--- config.mk ---
export PLATFORM = sky130hd
export DESIGN_NAME = teabc_cell
export DESIGN_NICKNAME = d
export VERILOG_FILES = /design/src/teabc_pkg.sv /design/src/teabc_cell.sv
export SDC_FILE = /design/constraint.sdc
export NUM_CORES = 1
export LEC_CHECK = 0
export ABC_CLOCK_PERIOD_IN_PS = 1450
export BUFFER_PORTS_ARGS = -buffer_cell sky130_fd_sc_hd__buf_2
export CORE_ASPECT_RATIO = 1.75
export CORE_MARGIN = 4
export CORE_UTILIZATION = 62
export CTS_CLUSTER_SIZE = 10
export DETAILED_ROUTE_END_ITERATION = 12
export PLACE_DENSITY = 0.9
export SLEW_MARGIN = 20
export SYNTH_ARGS = -nofsm -noshare
export SYNTH_HDL_FRONTEND = slang
export SYNTH_SLANG_ARGS = --single-unit
--- constraint.sdc ---
create_clock -name clk -period 1.45 [get_ports clk]
set_input_delay 0.145 -clock clk [delete_from_list [all_inputs] [get_ports clk]]
set_output_delay 0.145 -clock clk [all_outputs]
set_load 0.03 [all_outputs]
--- src/teabc_pkg.sv ---
// Shared types, constants and the mix function for the TEA block cipher.
`timescale 1ns / 1ps

package teabc_pkg;

	localparam int          ROUND_COUNT_DEF = 16;
	localparam int          WORD_W          = 32;
	localparam int          KEY_WORDS       = 4;
	localparam int          KEY_INDEX_W     = 2;
	localparam logic [31:0] DELTA           = 32'h9e37_79b9;

	// Operation codes carried in tuser
	localparam logic OP_ENCRYPT = 1'b0;
	localparam logic OP_DECRYPT = 1'b1;

	typedef logic [WORD_W-1:0] word_t;

	// Key words, index 0 in the lowest slot
	typedef word_t [KEY_WORDS-1:0] key_t;

	// One block moving down the cell row
	typedef struct packed {
		logic  valid;
		logic  op;
		word_t y;
		word_t z;
	} lane_t;

	// Mix term of one half-round, modulo 2^32
	function automatic word_t mix(input word_t v, input word_t sum, input word_t ka,
		input word_t kb);
		mix = (v << 4) + (ka ^ v) + (sum ^ (v >> 5)) + kb;
	endfunction

endpackage

--- src/teabc_cell.sv ---
// One half-round cell of the cipher row: registers the word pair after one mix update.
`timescale 1ns / 1ps

module teabc_cell #(
	parameter int ROUND_COUNT = teabc_pkg::ROUND_COUNT_DEF,
	parameter int ROUND       = 0,
	parameter int HALF        = 0
) (
	input  logic                clk,
	input  logic                arst_n,
	input  logic                advance,
	input  teabc_pkg::key_t     key,
	input  teabc_pkg::lane_t    lane_in,
	output teabc_pkg::lane_t    lane_out
);
	import teabc_pkg::*;

	// Round sums for this position, worked out at elaboration
	localparam logic [63:0] ENC_PROD = 64'(DELTA) * 64'(ROUND + 1);
	localparam logic [63:0] DEC_PROD = 64'(DELTA) * 64'(ROUND_COUNT - ROUND);
	localparam word_t       SUM_ENC  = ENC_PROD[WORD_W-1:0];
	localparam word_t       SUM_DEC  = DEC_PROD[WORD_W-1:0];
	localparam logic        FIRST    = (HALF == 0);

	word_t  sum;
	logic   upd_y;
	word_t  term;
	word_t  y_nx;
	word_t  z_nx;
	logic   valid_s1;
	logic   op_s1;
	word_t  y_s1;
	word_t  z_s1;

	// Encrypt updates y in the first half, decrypt updates z first
	always_comb begin
		sum   = (lane_in.op == OP_DECRYPT) ? SUM_DEC : SUM_ENC;
		upd_y = FIRST ^ (lane_in.op == OP_DECRYPT);
		if (upd_y) begin
			term = mix(lane_in.z, sum, key[0], key[1]);
		end else begin
			term = mix(lane_in.y, sum, key[2], key[3]);
		end
		y_nx = lane_in.y;
		z_nx = lane_in.z;
		if (upd_y) begin
			y_nx = (lane_in.op == OP_DECRYPT) ? lane_in.y - term : lane_in.y + term;
		end else begin
			z_nx = (lane_in.op == OP_DECRYPT) ? lane_in.z - term : lane_in.z + term;
		end
	end

	// Advance the row in step with the output side
	always_ff @(posedge clk or negedge arst_n) begin
		if (!arst_n) begin
			valid_s1 <= 1'b0;
		end else if (advance) begin
			valid_s1 <= lane_in.valid;
		end
	end

	always_ff @(posedge clk) begin
		if (advance) begin
			op_s1 <= lane_in.op;
			y_s1  <= y_nx;
			z_s1  <= z_nx;
		end
	end

	always_comb begin
		lane_out.valid = valid_s1;
		lane_out.op    = op_s1;
		lane_out.y     = y_s1;
		lane_out.z     = z_s1;
	end

endmodule

==> summary.md, run 1 <==
| Metric | Value |
|---|---|
| Synth Area per Inst | `a little under 9 sq um` |
| Outcome | `aborted with a tool error` |
| Tool Error | `[ERROR GRT-0116] Global routing finished with congestion. Check the congestion regions in the DRC Viewer.` |
| Die X | `116 microns` |
| Largest area contributor in the netlist | `fa_1` |
| Post-Synthesis Cells | `approximately 1,500` |
| Die Y | `198 microns` |
| GP Congestion | `around 1.0` |
| Cell variety after synth | `77` |
| Root buffer cell | `clkbuf_16` |
| Netlist Area Pre-Place | `0.0127 sq mm` |
| Synth warn | `0` |
| Vias in the first global route | `22,502` |
| Row count | `69` |
| Total congestion overflow | `~750` |
| Initial cell density of the core | `roughly 63%` |
| Top_reg_cell synth | `edfxtp_1` |
| Synth Register Bits | `66` |
| H-Tree Depth | `3` |
| CTS Buffer Depth | `2` |
| GRT Util Overall | `between 80% and 90%` |
| Area share of the largest cell type after synthesis | `18.9%` |
| Top cells by area, synth | `fa_1 (19%), edfxtp_1 (15%), ha_1 (12%)` |
| Synthesized Nets | `roughly 1,900` |
| Post-synth EDFFs | `65` |
| Sequential fraction of the synthesis area | `between 15 and 20%` |
| Global-route wire length before repair | `around 160,000 microns` |
| # port buffers | `262` |
| Total CTS buffers | `9` |
| IO Pins | `between 200 and 300` |
| CTS sink count | `66` |
| Post-DP HPWL | `roughly 45,000 microns` |
| Failing step | `global routing (5_1_grt)` |
| Largest net degree at the start of global routing | `67` |
| Async SR Flop Fraction | `around 1.5%` |
-- routing by layer --
metal / global-route usage [%] / overflow
met4: 92.4 / 186
met3: 74.4 / 5
met2: 108 / 555
met5: 37.3 / 0
met1: 83.9 / 7
-- cells in the mapped netlist, drive strengths merged (15+ instances only) --
cell,instances
xor2,75
a211oi,15
ha,127
mux2,29
edfxtp,65
o21ai,96
nor3,19
inv,251
o21a,21
a21oi,107
fa,120
nand3,23
nand2,99
a21o,46
clkbuf,19
xnor2,111
nor2,55
nand2b,16
-- stage by stage --
step                setup slack [ns]  instances  cell area, sq um
global placement               -4.25       2354             18100
CTS                            -4.12       2401             19600
detailed placement             -4.88       2354             18100
floorplan                      -4.12       1450             13500
-- kinds of logic after synthesis --
group | Yosys count | synth area share (%)
compound gates | 373 | 18.9
xor+xnor | 186 | 12.8
fa+ha+maj | 247 | 31.4
buf+inv | 276 | 8.20
flops | 66 | 15.5
mux | 38 | 3.27
simple gates | 264 | 9.89
-- timing repair --
item / CTS
pin swaps: 93
resized for setup: 193
hold buffers: 1
endpoints found under the hold margin: 1
setup endpoints to repair: 64
setup buffers: 35
==> run 2, diff against run 1 <==
CORE_ASPECT_RATIO = not set   (was 1.75)
CORE_UTILIZATION = 40   (was 62)
CTS_CLUSTER_SIZE = not set   (was 10)
PLACE_DENSITY = not set   (was 0.9)
PLACE_DENSITY_LB_ADDON = 0.15   (was not set)
==> summary.md, run 2 <==
| Metric | Value |
|---|---|
| IO Pins | `263 (unchanged)` |
| Outcome | `finished, violations left` |
| # diodes | `0` |
| DR pass1 iterations | `7` |
| Proportion of layout cells with a drive suffix above 1 | `51.8%` |
| Core area | `roughly 0.031 sq mm` |
| CP startpoint kind | `primary input` |
| CP max stage delay | `approximately 0.55 ns` |
| Place WS | `-4.59 ns (+0.292 ns)` |
| Drt drc | `0` |
| Initial antenna violation count | `0` |
| Final Hold Viols | `0` |
| Commonest cells in the netlist | `inv_1 (251), ha_1 (127), fa_1 (120)` |
| Most frequent cell after synthesis | `inv_1` |
| Synthesized Nets | `1,894 (unchanged)` |
| Failing checks | `negative setup slack` |
| Top cells by area, synth | `fa_1 (19%), edfxtp_1 (15%), ha_1 (12%)` |
| Clk Latency, worst-skew pair | `about 0.35 ns` |
| Most common cell after layout, fill and taps aside | `buf_4` |
| Sequential fraction of the synthesis area | `15.5% (unchanged)` |
| Clock transition at path regs | `0.07 ns` |
| Filler Cell Count | `2,491` |
| Global-route wire length before repair | `71,300 microns` |
| Worst Setup End Kind | `register` |
| Largest net degree at the start of global routing | `29` |
| Critical Path Start | `lane_in[64]` |
| Post-synth EDFFs | `65 (unchanged)` |
| CP arrival | `about 5.6 ns` |
| GP Congestion | `0.946 (-9.6%)` |
| Crit path top cell by count | `buf_4` |
| Area Overhead vs Synth | `66.5%` |
| GRT Util Overall | `25.4%` |
| Largest area contributor in the netlist | `fa_1` |
| Layout net count | `2,656` |
| Post-DP HPWL | `37,100 microns (-18%)` |
| CTS sink count | `66 (unchanged)` |
| H-Tree Depth | `3 (unchanged)` |
| Post-DRT Antenna Nets | `0` |
| Initial cell density of the core | `40.4% (-22 points)` |
| Multi-input gate area | `between 0.01 and 0.015 sq mm` |
| Async SR Flop Fraction | `1.52% (unchanged)` |
| Final WL | `about 46,000 microns` |
| Area share of the largest cell type after synthesis | `18.9% (unchanged)` |
| Peak Freq | `about 0.18 GHz` |
| Max Cap Viol | `0` |
| Slew @ Worst Pin | `around 0.44 ns` |
| CTS Buffer Depth | `2 (unchanged)` |
| DR vias | `roughly 13,000` |
| Synth Area per Inst | `8.78 sq um (unchanged)` |
| Worst R2R Start | `valid_s1$_DFFE_PN0P_` |
| RSZ-0062 raised after global routing | `yes` |
| Total CTS buffers | `9 (unchanged)` |
| Final min period | `roughly 5.5 ns` |
| # port buffers | `262 (unchanged)` |
| Cell variety after synth | `77 (unchanged)` |
| Worst Hold Class | `in2reg` |
| Register area | `between 0.0015 and 0.002 sq mm` |
| Power density over cell area | `around 2700 mW/mm^2` |
| Critical Path RT | `1.57 ns` |
| Die Y | `186 microns (-5.6%)` |
| Die X | `186 microns (+60%)` |
| Maximum vdd drop | `between 1.5 and 2 mV` |
| Final Skew | `0 ns` |
| CP Max Fanout | `7` |
| Slew headroom | `about 70%` |
| Fin. max-slew vios | `0` |
| Most frequent cells in the layout | `buf_4 (451), buf_2 (252), inv_1 (225)` |
| Post-Synthesis Cells | `1,450 (unchanged)` |
| Initial DRC count | `a little over 500` |
| Worst-case hold slack | `about 0.022 ns` |
| Pleak | `around 10 nW` |
| Die area | `between 0.03 and 0.04 sq mm` |
| Critical path class | `in2reg` |
| Top_reg_cell synth | `edfxtp_1` |
| Slowest CP cell | `fa_1` |
| Synth Register Bits | `66 (unchanged)` |
| Setup ws final | `-4.05 ns` |
| Wire per inst | `approximately 18 microns` |
| Tot Pwr | `57.6 mW` |
| Crit share post-route | `379%` |
| Vias in the first global route | `between 10,000 and 15,000` |
| Final Util | `between 60% and 70%` |
| Vias per inst | `5.03` |
| CTS tree | `done` |
| Total congestion overflow | `0` |
| Setup-failing EPs final | `64` |
| Root buffer cell | `clkbuf_16` |
| Hold Path Origin | `lane_in[65]` |
| Netlist Area Pre-Place | `0.0127 sq mm (unchanged)` |
| Row count | `65 (-5.8%)` |
| Largest regs | `y_s1: 32 flops, z_s1: 32 flops` |
| Synth warn | `0 (unchanged)` |
## run 2: cell counts after synthesis
Identical to the previous run, type by type.
## run 2: path summary, 6_finish.rpt
path                                        endpoint  cells after the start  slack, ns
worst max-delay path              z_s1[30]$_DFFE_PP_                     34      -4.05
worst min-delay path            valid_s1$_DFFE_PN0P_                      2       0.02
worst max register to register  valid_s1$_DFFE_PN0P_                      1       0.72
worst min register to register  valid_s1$_DFFE_PN0P_                      1       0.50
max in group asynchronous       valid_s1$_DFFE_PN0P_                      2       1.27
min in group asynchronous       valid_s1$_DFFE_PN0P_                      2       0.10
## run 2: report_power, final
| group | leakage, nW | switching (mW) | total (mW) | internal, mW |
|---|---|---|---|---|
| clock | 0.153 | 0.969 | 2.44 | 1.47 |
| combinational | 9.46 | 24.8 | 51.4 | 26.7 |
| sequential | 0.646 | 0.247 | 3.69 | 3.44 |
| total | 10.3 | 26.0 | 57.6 | 31.6 |
## run 2: stage by stage
step | TNS [ns] | cell area [sq um] | instances
floorplan | -189.71 | 13500 | 1450
global placement | -212.79 | 18400 | 2529
detailed placement | -216.02 | 18400 | 2529
CTS | -191.21 | 19900 | 2597
global route | -201.25 | 21200 | 2619
finish | -191.27 | 21200 | 2619
## run 2: what timing repair did
action / 4_1_cts / 5_1_grt
endpoints found under the setup margin: 64 / 64
setup buffers: 59 / 42
resized for setup: 172 / 230
hold buffers: 1 / 0
endpoints found under the hold margin: 1 / 0
pin swaps: 130 / 119
## run 2: cell families after synthesis
group / after synthesis / synth area share (%)
compound gates: 373 / 18.9
buf+inv: 276 / 8.20
simple gates: 264 / 9.89
fa+ha+maj: 247 / 31.4
xor+xnor: 186 / 12.8
flops: 66 / 15.5
mux: 38 / 3.27
## run 2: layer usage
layer  up-vias  track usage (%)  part of all wire, %  wire length [microns]
met2       332             47.1                   53                  24100
met5         -                0                    0                      0
met1      6318             30.7                   41                  18700
met4         0             7.82                  3.3                   1520
met3        77             3.39                  3.5                   1590
li1       6458                -                    -                      -
## run 2: critical path: cells and delay by family
kind            cells  cell delay [ns]
compound gates     11             2.02
xor+xnor            3             0.41
fa+ha+maj           4             1.19
buf+inv             9             1.10
mux                 1             0.26
simple gates        6             0.49
## run 2: final cells by class
type	instances	share of cell area, %
well taps	402	2.37
flip-flops and latches	66	9.33
inverters	251	4.52
multi-input cells	1108	56.2
clock buffers	14	1.29
clock inverters	2	0.165
repair buffers	776	26.1
No activity file was read; power rests on OpenSTA's default activity.
