`src/teabc_skid.sv`:
```
// Output register with a spare slot that decouples the cell row from downstream stalls.
`timescale 1ns / 1ps

module teabc_skid (
	input  logic                clk,
	input  logic                arst_n,
	input  logic                in_valid,
	input  logic [63:0]         in_data,
	output logic                in_ready,
	output logic                out_valid,
	output logic [63:0]         out_data,
	input  logic                out_ready
);
	logic        out_valid_q;
	logic [63:0] out_data_q;
	logic        spare_valid_q;
	logic [63:0] spare_data_q;
	logic        slot_free;

	assign slot_free = !out_valid_q || out_ready;
	assign in_ready  = !spare_valid_q;

	// Drain the spare first, else take the incoming transfer
	always_ff @(posedge clk or negedge arst_n) begin
		if (!arst_n) begin
			out_valid_q   <= 1'b0;
			spare_valid_q <= 1'b0;
		end else if (slot_free) begin
			if (spare_valid_q) begin
				out_valid_q   <= 1'b1;
				spare_valid_q <= 1'b0;
			end else begin
				out_valid_q   <= in_valid;
			end
		end else if (in_valid && !spare_valid_q) begin
			spare_valid_q <= 1'b1;
		end
	end

	always_ff @(posedge clk) begin
		if (slot_free) begin
			out_data_q <= spare_valid_q ? spare_data_q : in_data;
		end else if (in_valid && !spare_valid_q) begin
			spare_data_q <= in_data;
		end
	end

	assign out_valid = out_valid_q;
	assign out_data  = out_data_q;

endmodule

```
`config.mk`:
```
export PLATFORM = sky130hd
export DESIGN_NAME = teabc_skid
export DESIGN_NICKNAME = d
export VERILOG_FILES = /design/src/teabc_skid.sv
export SDC_FILE = /design/constraint.sdc
export NUM_CORES = 1
export LEC_CHECK = 0
export BUFFER_PORTS_ARGS = -buffer_cell sky130_fd_sc_hd__buf_4
export CORE_MARGIN = 2
export CORE_UTILIZATION = 55
export CTS_CLUSTER_SIZE = 28
export DETAILED_ROUTE_END_ITERATION = 8
export PLACE_DENSITY = 0.86
export SETUP_SLACK_MARGIN = 0.05
export SYNTH_ARGS = -nofsm -noshare
export SYNTH_HDL_FRONTEND = slang
export SYNTH_SLANG_ARGS = --single-unit
export TNS_END_PERCENT = 20
```
`constraint.sdc`:
```
create_clock -name clk -period 14.8 [get_ports clk]
set_clock_uncertainty 0.15 [all_clocks]
set_input_delay 2.22 -clock clk [delete_from_list [all_inputs] [get_ports clk]]
set_output_delay 2.22 -clock clk [all_outputs]
set_load 0.005 [all_outputs]
```
# After elaboration in Yosys (flattened, before gate mapping)
# Cells that the tools add are included.
# totals
elab_cells,15
out_inout_bits,66
register_bits,130
# classes
reduce_logical,6
bitwise_logic,1
mux,4
# ops
operator,count
$mux W64,1
$mux W1,3
$logic_not A1 Y1,2
$reduce_and A2 Y1,1
$reduce_bool A2 Y1,1
$logic_and A1 B1 Y1,1
$logic_or A1 B1 Y1,1
$not A1 Y1,1

# Longest topological paths before layout
# Gate-level depths: netlist of run 1.
# logic_depth
ltp_word,4
mapped_depth,4

# Worst setup path after synthesis of run 1
# No wires, ideal clock.
# synth_path
path_type,input to register
start,input out_ready
end,"register spare_data_q[0], enable pin"
stages,2
n_path_buf,0
setup_ns,0.578
required_time_ns,14.072
arrival_time_ns,8.607
path_slack_ns,5.466
path_cell_list,nand2b_1 -> nor3b_1
# synth_between
elab_chain_cells,3
# synth_rtl
element,line_no,rtl
"start, declared",12,input logic out_ready
$logic_or A1 B1 Y1,20,assign slot_free = !out_valid_q || out_ready;
$not A1 Y1 (no line),n/a,
$reduce_and A2 Y1 (no line),n/a,
"end signal, assigned",44,spare_data_q <= in_data;
"end, declared",17,logic [63:0] spare_data_q;
# Every way passes these cells.
# A chain may end at the register's enable or synchronous reset.

# Final worst setup path of run 1
# layout_path
start,register spare_valid_q
end,output in_ready
# layout_between
elab_chain_cells,1
# layout_rtl
element,line_no,rtl
"start, declared",16,logic spare_valid_q;
"start signal, assigned",27,spare_valid_q <= 1'b0;
"start signal, assigned",31,spare_valid_q <= 1'b0;
"start signal, assigned",36,spare_valid_q <= 1'b1;
$logic_not A1 Y1,21,assign in_ready = !spare_valid_q;
"end, declared",9,"output logic in_ready,"
# Every way passes these cells.

==> results.py, run 1 <==
metrics = {
    "run": {
        "maxCapViolations": 0,
    },
    "sta": {
        "hold_violations": 0,
        "fmax_mhz": 237,
        "post-route-period-util_pct": 28.5,
        "setup_viol": 0,
        "rsz0062_at_grt": "no",
        "fin_crit_ns": 4.22,
        "slew_headroom_pct": 34.4,
        "finalSetupTns_ns": 0,
        "tightest_slew_ns": 0.983,
        "slew_violations": 0,
    },
    "logic_synthesis": {
        "synth_warnings": 0,
        "synth-seq-area-share_pct": 81.5,
        "synthCells": 207,
        "synth_cell_type_count": 12,
        "synth.ff_latch_count": 130,
        "synth_area_per_cell_um2": 23.1,
        "syn_nets": 275,
        "syn_area_um2": 4780,
    },
    "setup_path": {
        "required_ns": 12.43,
        "worstPathArrival_ns": 1.85,
        "r2r-end": "spare_data_q[36]",
        "reg2regPathDepth": 3,
        "crit_path_start_kind": "register",
        "rr_startpoint": "out_valid",
        "crit_type": "reg2out",
        "critPathCaptureType": "output pin",
        "regToRegSetupSlack_ns": 12.26,
        "cp_max_fo": 67,
    },
    "grt": {
        "overflow": 0,
        "grt_antenna_before_repair": 0,
        "grt_first_pass_wirelength_um": 13300,
        "grt_util_all_layers_pct": 19.0,
        "grt_max_degree": 68,
        "grt_pass1_vias": 2503,
    },
    "drt": {
        "dr.pass1.iters": 4,
        "vias": 2403,
        "drc": 0,
        "drtIter0Drc": 150,
        "vias_per_cell": 5.08,
        "wl_per_cell_um": 18.1,
        "ant_nets": 0,
        "wl_um": 8550,
    },
    "min_path": {
        "hold_start": "spare_data_q[58]",
        "min_path_type": "reg2reg",
        "whs_endpoint": "out_data[58]",
        "hold_depth": 1,
    },
    "floorplanning": {
        "die-area_um2": 9450,
        "core_um2": 8550,
        "pin_count": 134,
        "die_y_um": 97.2,
        "die_w_um": 97.2,
        "start_util_pct": 55.9,
        "row_count": 34,
    },
    "layout": {
        "syn2layout_area_growth_pct": 36.6,
        "fin_util_pct": 76.3,
        "fin_area_um2": 6530,
        "nets": 421,
        "fin_cells": 473,
        "antenna_cells": 0,
        "drive_gt1_share_pct": 61.1,
    },
    "power_and_ir_drop": {
        "irDropWorstVdd_uv": 84.2,
        "p_total_mw": 0.983,
        "powerDensity_nw_per_um2": 151,
        "p_leak_nw": 2.54,
    },
    "clock_tree": {
        "htreeDepth": 4,
        "cts.clk_slew.worst_paths_ns": 0.06,
        "clockBufferDepth": 2,
        "ctsHoldBuffers": 0,
        "cts_tree": "yes",
        "ctsRootBufferMaster": "clkbuf_8",
        "cts_buffers": 17,
        "clock_latency_ns": 0.51,
        "cts-resized-gates": 0,
        "postCtsSetupRepairBufs": 0,
        "cts_sinks": 130,
    },
    "outcome": {
        "outcome": "complete, no violations",
    },
    "place": {
        "dpl.hpwl_um": 5190,
        "place_congestion": 0.686,
        "io_buffer_count": 133,
        "place_inst": 442,
        "placed_cell_area_um2": 5880,
    },
}
-- kinds of logic after synthesis --
| family | after synthesis | share of synthesized area (%) |
|---|---|---|
| flip-flops | 130 | 81.5 |
| multiplexers | 64 | 16.7 |
| buffers and inverters | 8 | 1.34 |
| AND/OR/NAND/NOR | 5 | 0.524 |
-- worst max-delay path, cell delays in order, from the launching register on --
cell,delay [ns]
dfrtp_4,1.08
inv_1,0.10
buf_4,0.17
-- area by class of cell --
type                            instances  area (um^2)
Timing Repair Buffer                  134         1010
Clock inverter                         14          235
Sequential cell                       130         3900
Tap cell                              108          135
Clock buffer                           17          414
Inverter                                1         3.75
Fill cell                             487         2030
Multi-Input combinational cell         69          833
-- metal layers --
layer | track usage [%] | part of all wire [%] | vias up
li1 | - | - | 1120
met3 | 8.27 | 7.2 | 7
met1 | 23.3 | 41 | 1180
met5 | 0 | 0 | -
met4 | 7.37 | 0.77 | 0
met2 | 30.1 | 51 | 96
-- Yosys cell counts (all sizes together) --
cell,n,area [um^2]
nand2b,1,6.26
nor2,2,7.51
buf,7,60.1
nand2,1,3.75
nor3b,1,7.51
inv,1,3.75
mux2,64,796
edfxtp,128,3840
dfrtp,2,50.1
-- state kept, by name, summed over array words and instances (netlist names) --
name	count
spare_data_q	64
out_valid	1
out_data	64
spare_valid_q	1
-- where the power goes --
group	switching (mW)	internal (mW)
clock	0.150	0.306
combinational	0.0275	0.0486
sequential	0.0134	0.437
total	0.191	0.792
-- per-stage QoR --
step | hold WS [ns] | worst slack (ns)
detailed placement | 0.375 | 10.25
finish | 0.391 | 10.58
CTS | 0.396 | 10.53
global route | 0.406 | 10.42
global placement | 0.365 | 10.35
floorplan | 0.358 | 5.47
-- cell usage in the layout, fill, tap and decap left out, types with 2 or more instances in the layout --
cell type	instances
edfxtp_1	128
clkinv_1	2
bufinv_16	6
mux2_1	7
clkinv_4	2
mux2_4	20
inv_6	2
buf_4	134
nor2_1	2
clkbuf_16	16
mux2_2	37
-- worst max-delay path by stage --
stage,from,end,depth (start not counted)
after floorplan,out_ready,spare_data_q[0],2
after global placement,out_ready,spare_data_q[26],4
after detailed placement,out_ready,spare_data_q[24],4
after CTS,spare_valid_q,in_ready,2
after global routing,spare_valid_q,in_ready,2
final,spare_valid_q,in_ready,2
No activity file was read; power rests on OpenSTA's default activity.
==> run 2: changes to the inputs <==
Settings changed: CORE_UTILIZATION 55 to 51, PLACE_DENSITY 0.86 to 0.8.
Clock period 14.8 ns to 4.1 ns, I/O delays scaled along.
==> results.py, run 2 (synthesis results as in run 1) <==
metrics = {
    "layout": {
        "drive_gt1_share_pct": 61.4,
        "fin_area_um2": 6440,
        "layout_commonest_cell": "buf_4",
        "multi_input_area_um2": 840,
        "fillerInstances": 599,
        "nets": 425,
        "final_cell_mix": "137 x buf_4, 128 x edfxtp_1, 37 x mux2_2",
        "syn2layout_area_growth_pct": 34.9,
        "antenna_cells": 0,
        "seq_area_um2": 3900,
    },
    "drt": {
        "top_layer": "met4",
        "drtIter0Drc": 94,
        "met1Wirelength_um": 3380,
        "ant_nets": 0,
        "wl_met3_um": 560,
        "dr.pass1.iters": 5,
        "vias_per_cell": 5.01,
        "vias": 2411,
        "met2_length_um": 4140,
        "wl_per_cell_um": 17.0,
        "drc": 0,
        "wl_um": 8200,
    },
    "clock_tree": {
        "cts.clk_slew.worst_paths_ns": 0.06,
        "clock_latency_ns": 0.50,
        "cts-resized-gates": 0,
        "ctsHoldBuffers": 1,
        "clockBufferDepth": 2,
        "postCtsSetupRepairBufs": 0,
        "cts_sinks": 130,
        "ctsRootBufferMaster": "clkbuf_8",
        "cts_tree": "yes",
        "cts_buffers": 17,
        "htreeDepth": 4,
    },
    "min_path": {
        "min_path_type": "in2reg",
    },
    "place": {
        "io_buffer_count": 133,
        "placed_cell_area_um2": 5910,
        "dpl.hpwl_um": 5260,
        "place_ws_ns": 1.98,
        "place_congestion": 0.687,
    },
    "grt": {
        "grt_pass1_vias": 2450,
        "grt_max_degree": 67,
        "grt_util_all_layers_pct": 16.9,
        "grt_antenna_before_repair": 0,
        "overflow": 0,
        "grt_first_pass_wirelength_um": 12600,
    },
    "floorplanning": {
        "die_w_um": 101,
        "die_y_um": 101,
        "die-area_um2": 10200,
        "row_count": 35,
        "pin_count": 134,
        "start_util_pct": 52.2,
        "core_um2": 9150,
    },
    "setup_path": {
        "crit_type": "reg2out",
        "required_ns": 3.34,
        "crit_buf_inv": 2,
        "max_stage_delay_ns": 0.67,
        "critPathCaptureType": "output pin",
        "cp_max_fo": 25,
        "worstPathArrival_ns": 1.39,
        "path_delay_family": "flip-flops",
        "path_cells": "inv_1 -> buf_4",
        "critPathSlowestCell": "dfrtp_4",
        "crit_path_start_kind": "register",
    },
    "run": {
        "maxCapViolations": 0,
    },
    "sta": {
        "tightest_slew_ns": 0.861,
        "whs_ns": 0.146,
        "fmax_mhz": 464,
        "hold_violations": 0,
        "slew_violations": 0,
        "setup_viol": 0,
        "rsz0062_at_grt": "no",
        "slew_headroom_pct": 42.6,
        "setup_slack_ns": 1.94,
        "finalSetupTns_ns": 0,
        "post-route-period-util_pct": 52.6,
        "fin_crit_ns": 2.16,
    },
    "power_and_ir_drop": {
        "cellInternalPower_mw": 2.50,
        "p_seq_share_pct": 50.3,
        "p_sw_mw": 0.703,
        "pwr-share-comb_pct": 9.0,
        "clkPwrFrac_pct": 40.7,
        "irDropWorstVdd_uv": 395,
        "p_sw_share_pct": 21.9,
        "p_leak_nw": 2.50,
        "powerDensity_nw_per_um2": 497,
    },
    "outcome": {
        "outcome": "complete, no violations",
    },
}
## run 2: power by group through the flow
stage	combinational [mW]	sequential [mW]	clock, mW
floorplan	0.121	1.63	0
global placement	0.285	1.63	0
detailed placement	0.292	1.64	0
CTS	0.294	1.61	1.33
global route	0.312	1.62	1.40
finish	0.289	1.61	1.31
## run 2: final timing paths
kind	to	cells after the start	slack [ns]	startpoint
min in group asynchronous	out_valid	2	0.30	arst_n
worst min-delay path	spare_data_q[57]	1	0.15	in_data[57]
max in group asynchronous	spare_valid_q	2	3.40	arst_n
worst max register to register	out_data[33]	2	1.98	spare_valid_q
worst max-delay path	in_ready	2	1.94	spare_valid_q
worst min register to register	out_data[57]	1	0.38	spare_data_q[57]
## run 2: worst reg2reg max path: cells and delay by family, from the launching register on
kind                   cells  cell delay [ns]
DFF                        1             0.67
buffers and inverters      1             0.61
muxes                      1             0.44
## run 2: through the flow
stage | util, % | instances | total power [mW]
5_1_grt | 70.4 | 481 | 3.33
4_1_cts | 70.4 | 481 | 3.24
3_3_place_gp | 64.6 | 448 | 1.92
3_5_place_dp | 64.6 | 448 | 1.93
2_1_floorplan | - | 207 | 1.75
6_report | 70.4 | 481 | 3.21
## run 2: final cells by class
cell class	count	share of cell area, %
Sequential cell	130	60.5
Timing Repair Buffer	138	16.1
Multi-Input combinational cell	69	13.0
Clock buffer	18	6.48
Tap cell	111	2.15
Clock inverter	14	1.69
Inverter	1	0.0582
## run 2: routing by layer
layer  up-vias  GRT usage, %
li1       1134             -
met1      1162          21.8
met2       106          26.4
met3         9          5.76
met4         0          7.17
met5         -             0
==> run 3: changes to the inputs <==
Clock period 4.1 ns to 2.2 ns, I/O delays scaled along.
==> results.py, run 3 (synthesis results as in run 1) <==
metrics = {
    "layout": {
        "layout_commonest_cell": "buf_4",
        "syn2layout_area_growth_pct": 49.5,
        "antenna_cells": 0,
        "drive_gt1_share_pct": 51.7,
        "fillerInstances": 471,
        "fin_util_pct": 78.1,
        "final_cell_mix": "133 x buf_4, 128 x edfxtp_1, 67 x dlygate4sd3_1",
        "nets": 490,
    },
    "drt": {
        "vias_per_cell": 4.88,
        "drtIter0Drc": 84,
        "drc": 0,
        "wl_um": 9410,
        "dr.pass1.iters": 4,
        "ant_nets": 0,
        "wl_per_cell_um": 17.2,
        "vias": 2667,
    },
    "clock_tree": {
        "cts_sinks": 130,
        "ctsRootBufferMaster": "clkbuf_8",
        "postCtsSetupRepairBufs": 0,
        "cts_buffers": 17,
        "htreeDepth": 4,
        "cts_tree": "yes",
        "cts-resized-gates": 0,
        "clockBufferDepth": 2,
        "clock_latency_ns": 0.49,
        "ctsHoldBuffers": 67,
        "cts.clk_slew.worst_paths_ns": 0.06,
    },
    "floorplanning": {
        "pin_count": 134,
        "start_util_pct": 52.2,
        "die-area_um2": 10200,
        "die_y_um": 101,
        "die_w_um": 101,
        "core_um2": 9150,
        "row_count": 35,
    },
    "power_and_ir_drop": {
        "pwr-share-comb_pct": 10.7,
        "p_total_mw": 6.16,
        "p_seq_share_pct": 48.7,
        "irDropWorstVdd_uv": 661,
        "p_sw_mw": 1.32,
        "p_sw_share_pct": 21.5,
        "p_leak_nw": 2.77,
        "clkPwrFrac_pct": 40.6,
        "powerDensity_nw_per_um2": 862,
        "cellInternalPower_mw": 4.84,
    },
    "sta": {
        "hold_violations": 0,
        "rsz0062_at_grt": "no",
        "tightest_slew_ns": 0.367,
        "fin_crit_ns": 1.80,
        "post-route-period-util_pct": 81.8,
        "slew_headroom_pct": 75.5,
        "finalSetupTns_ns": 0,
        "whs_ns": 0.318,
        "setup_viol": 0,
        "slew_violations": 0,
        "fmax_mhz": 556,
    },
    "grt": {
        "grt_max_degree": 67,
        "grt_util_all_layers_pct": 19.0,
        "grt_antenna_before_repair": 0,
        "grt_pass1_vias": 2830,
        "overflow": 0,
        "grt_first_pass_wirelength_um": 14200,
    },
    "place": {
        "dpl.hpwl_um": 5240,
        "place_congestion": 0.716,
        "io_buffer_count": 133,
    },
    "min_path": {
        "min_path_type": "in2reg",
    },
    "setup_path": {
        "required_ns": 1.72,
        "crit_path_start_kind": "register",
        "path_cells": "inv_1 -> buf_4",
        "critPathCaptureType": "output pin",
        "max_stage_delay_ns": 0.62,
        "critPathSlowestCell": "dfrtp_4",
        "path_delay_family": "flip-flops",
        "cp_max_fo": 19,
        "crit_buf_inv": 2,
        "crit_type": "reg2out",
        "worstPathArrival_ns": 1.32,
    },
    "outcome": {
        "outcome": "complete, no violations",
    },
    "run": {
        "maxCapViolations": 0,
    },
}
[run 3: changes by cell type in the layout (fill, tap and decap cells not counted)]
cell	change
clkinv_1	+1
clkinv_2	+1
inv_6	-4
dlygate4sd3_1	+66
buf_4	-4
clkinv_4	-2
buf_12	+3
bufinv_16	+1
clkinvlp_4	+3
[run 3: final cells by class]
| type | instances | area, um^2 | share of cell area, % |
|---|---|---|---|
| Sequential cell | 130 | 3900 | 54.6 |
| Multi-Input combinational cell | 69 | 840 | 11.8 |
| Timing Repair Buffer | 203 | 1730 | 24.2 |
| Clock buffer | 18 | 418 | 5.85 |
| Tap cell | 111 | 139 | 1.94 |
| Clock inverter | 14 | 118 | 1.65 |
| Inverter | 1 | 3.75 | 0.0525 |
[run 3: power groups by stage]
stage / Clock [mW] / Sequential, mW / Combinational, mW
floorplan: 0 / 3.04 / 0.226
global placement: 0 / 3.05 / 0.545
detailed placement: 0 / 3.05 / 0.562
CTS: 2.54 / 3.00 / 0.660
global route: 2.65 / 3.01 / 0.704
finish: 2.50 / 3.00 / 0.658
[run 3: per-stage QoR]
step	worst slack, ns	cell area, um^2	std cells
3_5_place_dp	0.440	5940	447
3_3_place_gp	0.481	5940	447
5_1_grt	0.327	7140	546
4_1_cts	0.378	7140	546
6_report	0.400	7140	546
2_1_floorplan	-0.956	4800	207
[run 3: per-layer routing]
layer  global-route usage, %  wire length [um]  vias to the layer above
li1                        -                 -                     1261
met1                    22.4              3840                     1309
met2                    32.8              4910                       91
met3                    6.59               597                        6
met4                    6.22                60                        0
met5                       0                 0                        -
[run 3: path summary, 6_finish.rpt]
check / depth (start not counted) / slack (ns) / start / end
max: 2 / 0.40 / spare_valid_q / in_ready
min: 4 / 0.32 / out_ready / out_valid
min reg2reg: 1 / 0.39 / spare_data_q[60] / out_data[60]
max in group asynchronous: 3 / 1.20 / arst_n / spare_valid_q
max reg2reg: 2 / 0.43 / spare_valid_q / out_data[1]
min in group asynchronous: 3 / 0.55 / arst_n / out_valid
[run 3: worst min-delay path, stage by stage]
cell      delay (ns)
buf_4           0.11
nand2b_4        0.16
buf_12          0.22
nand2_1         0.10
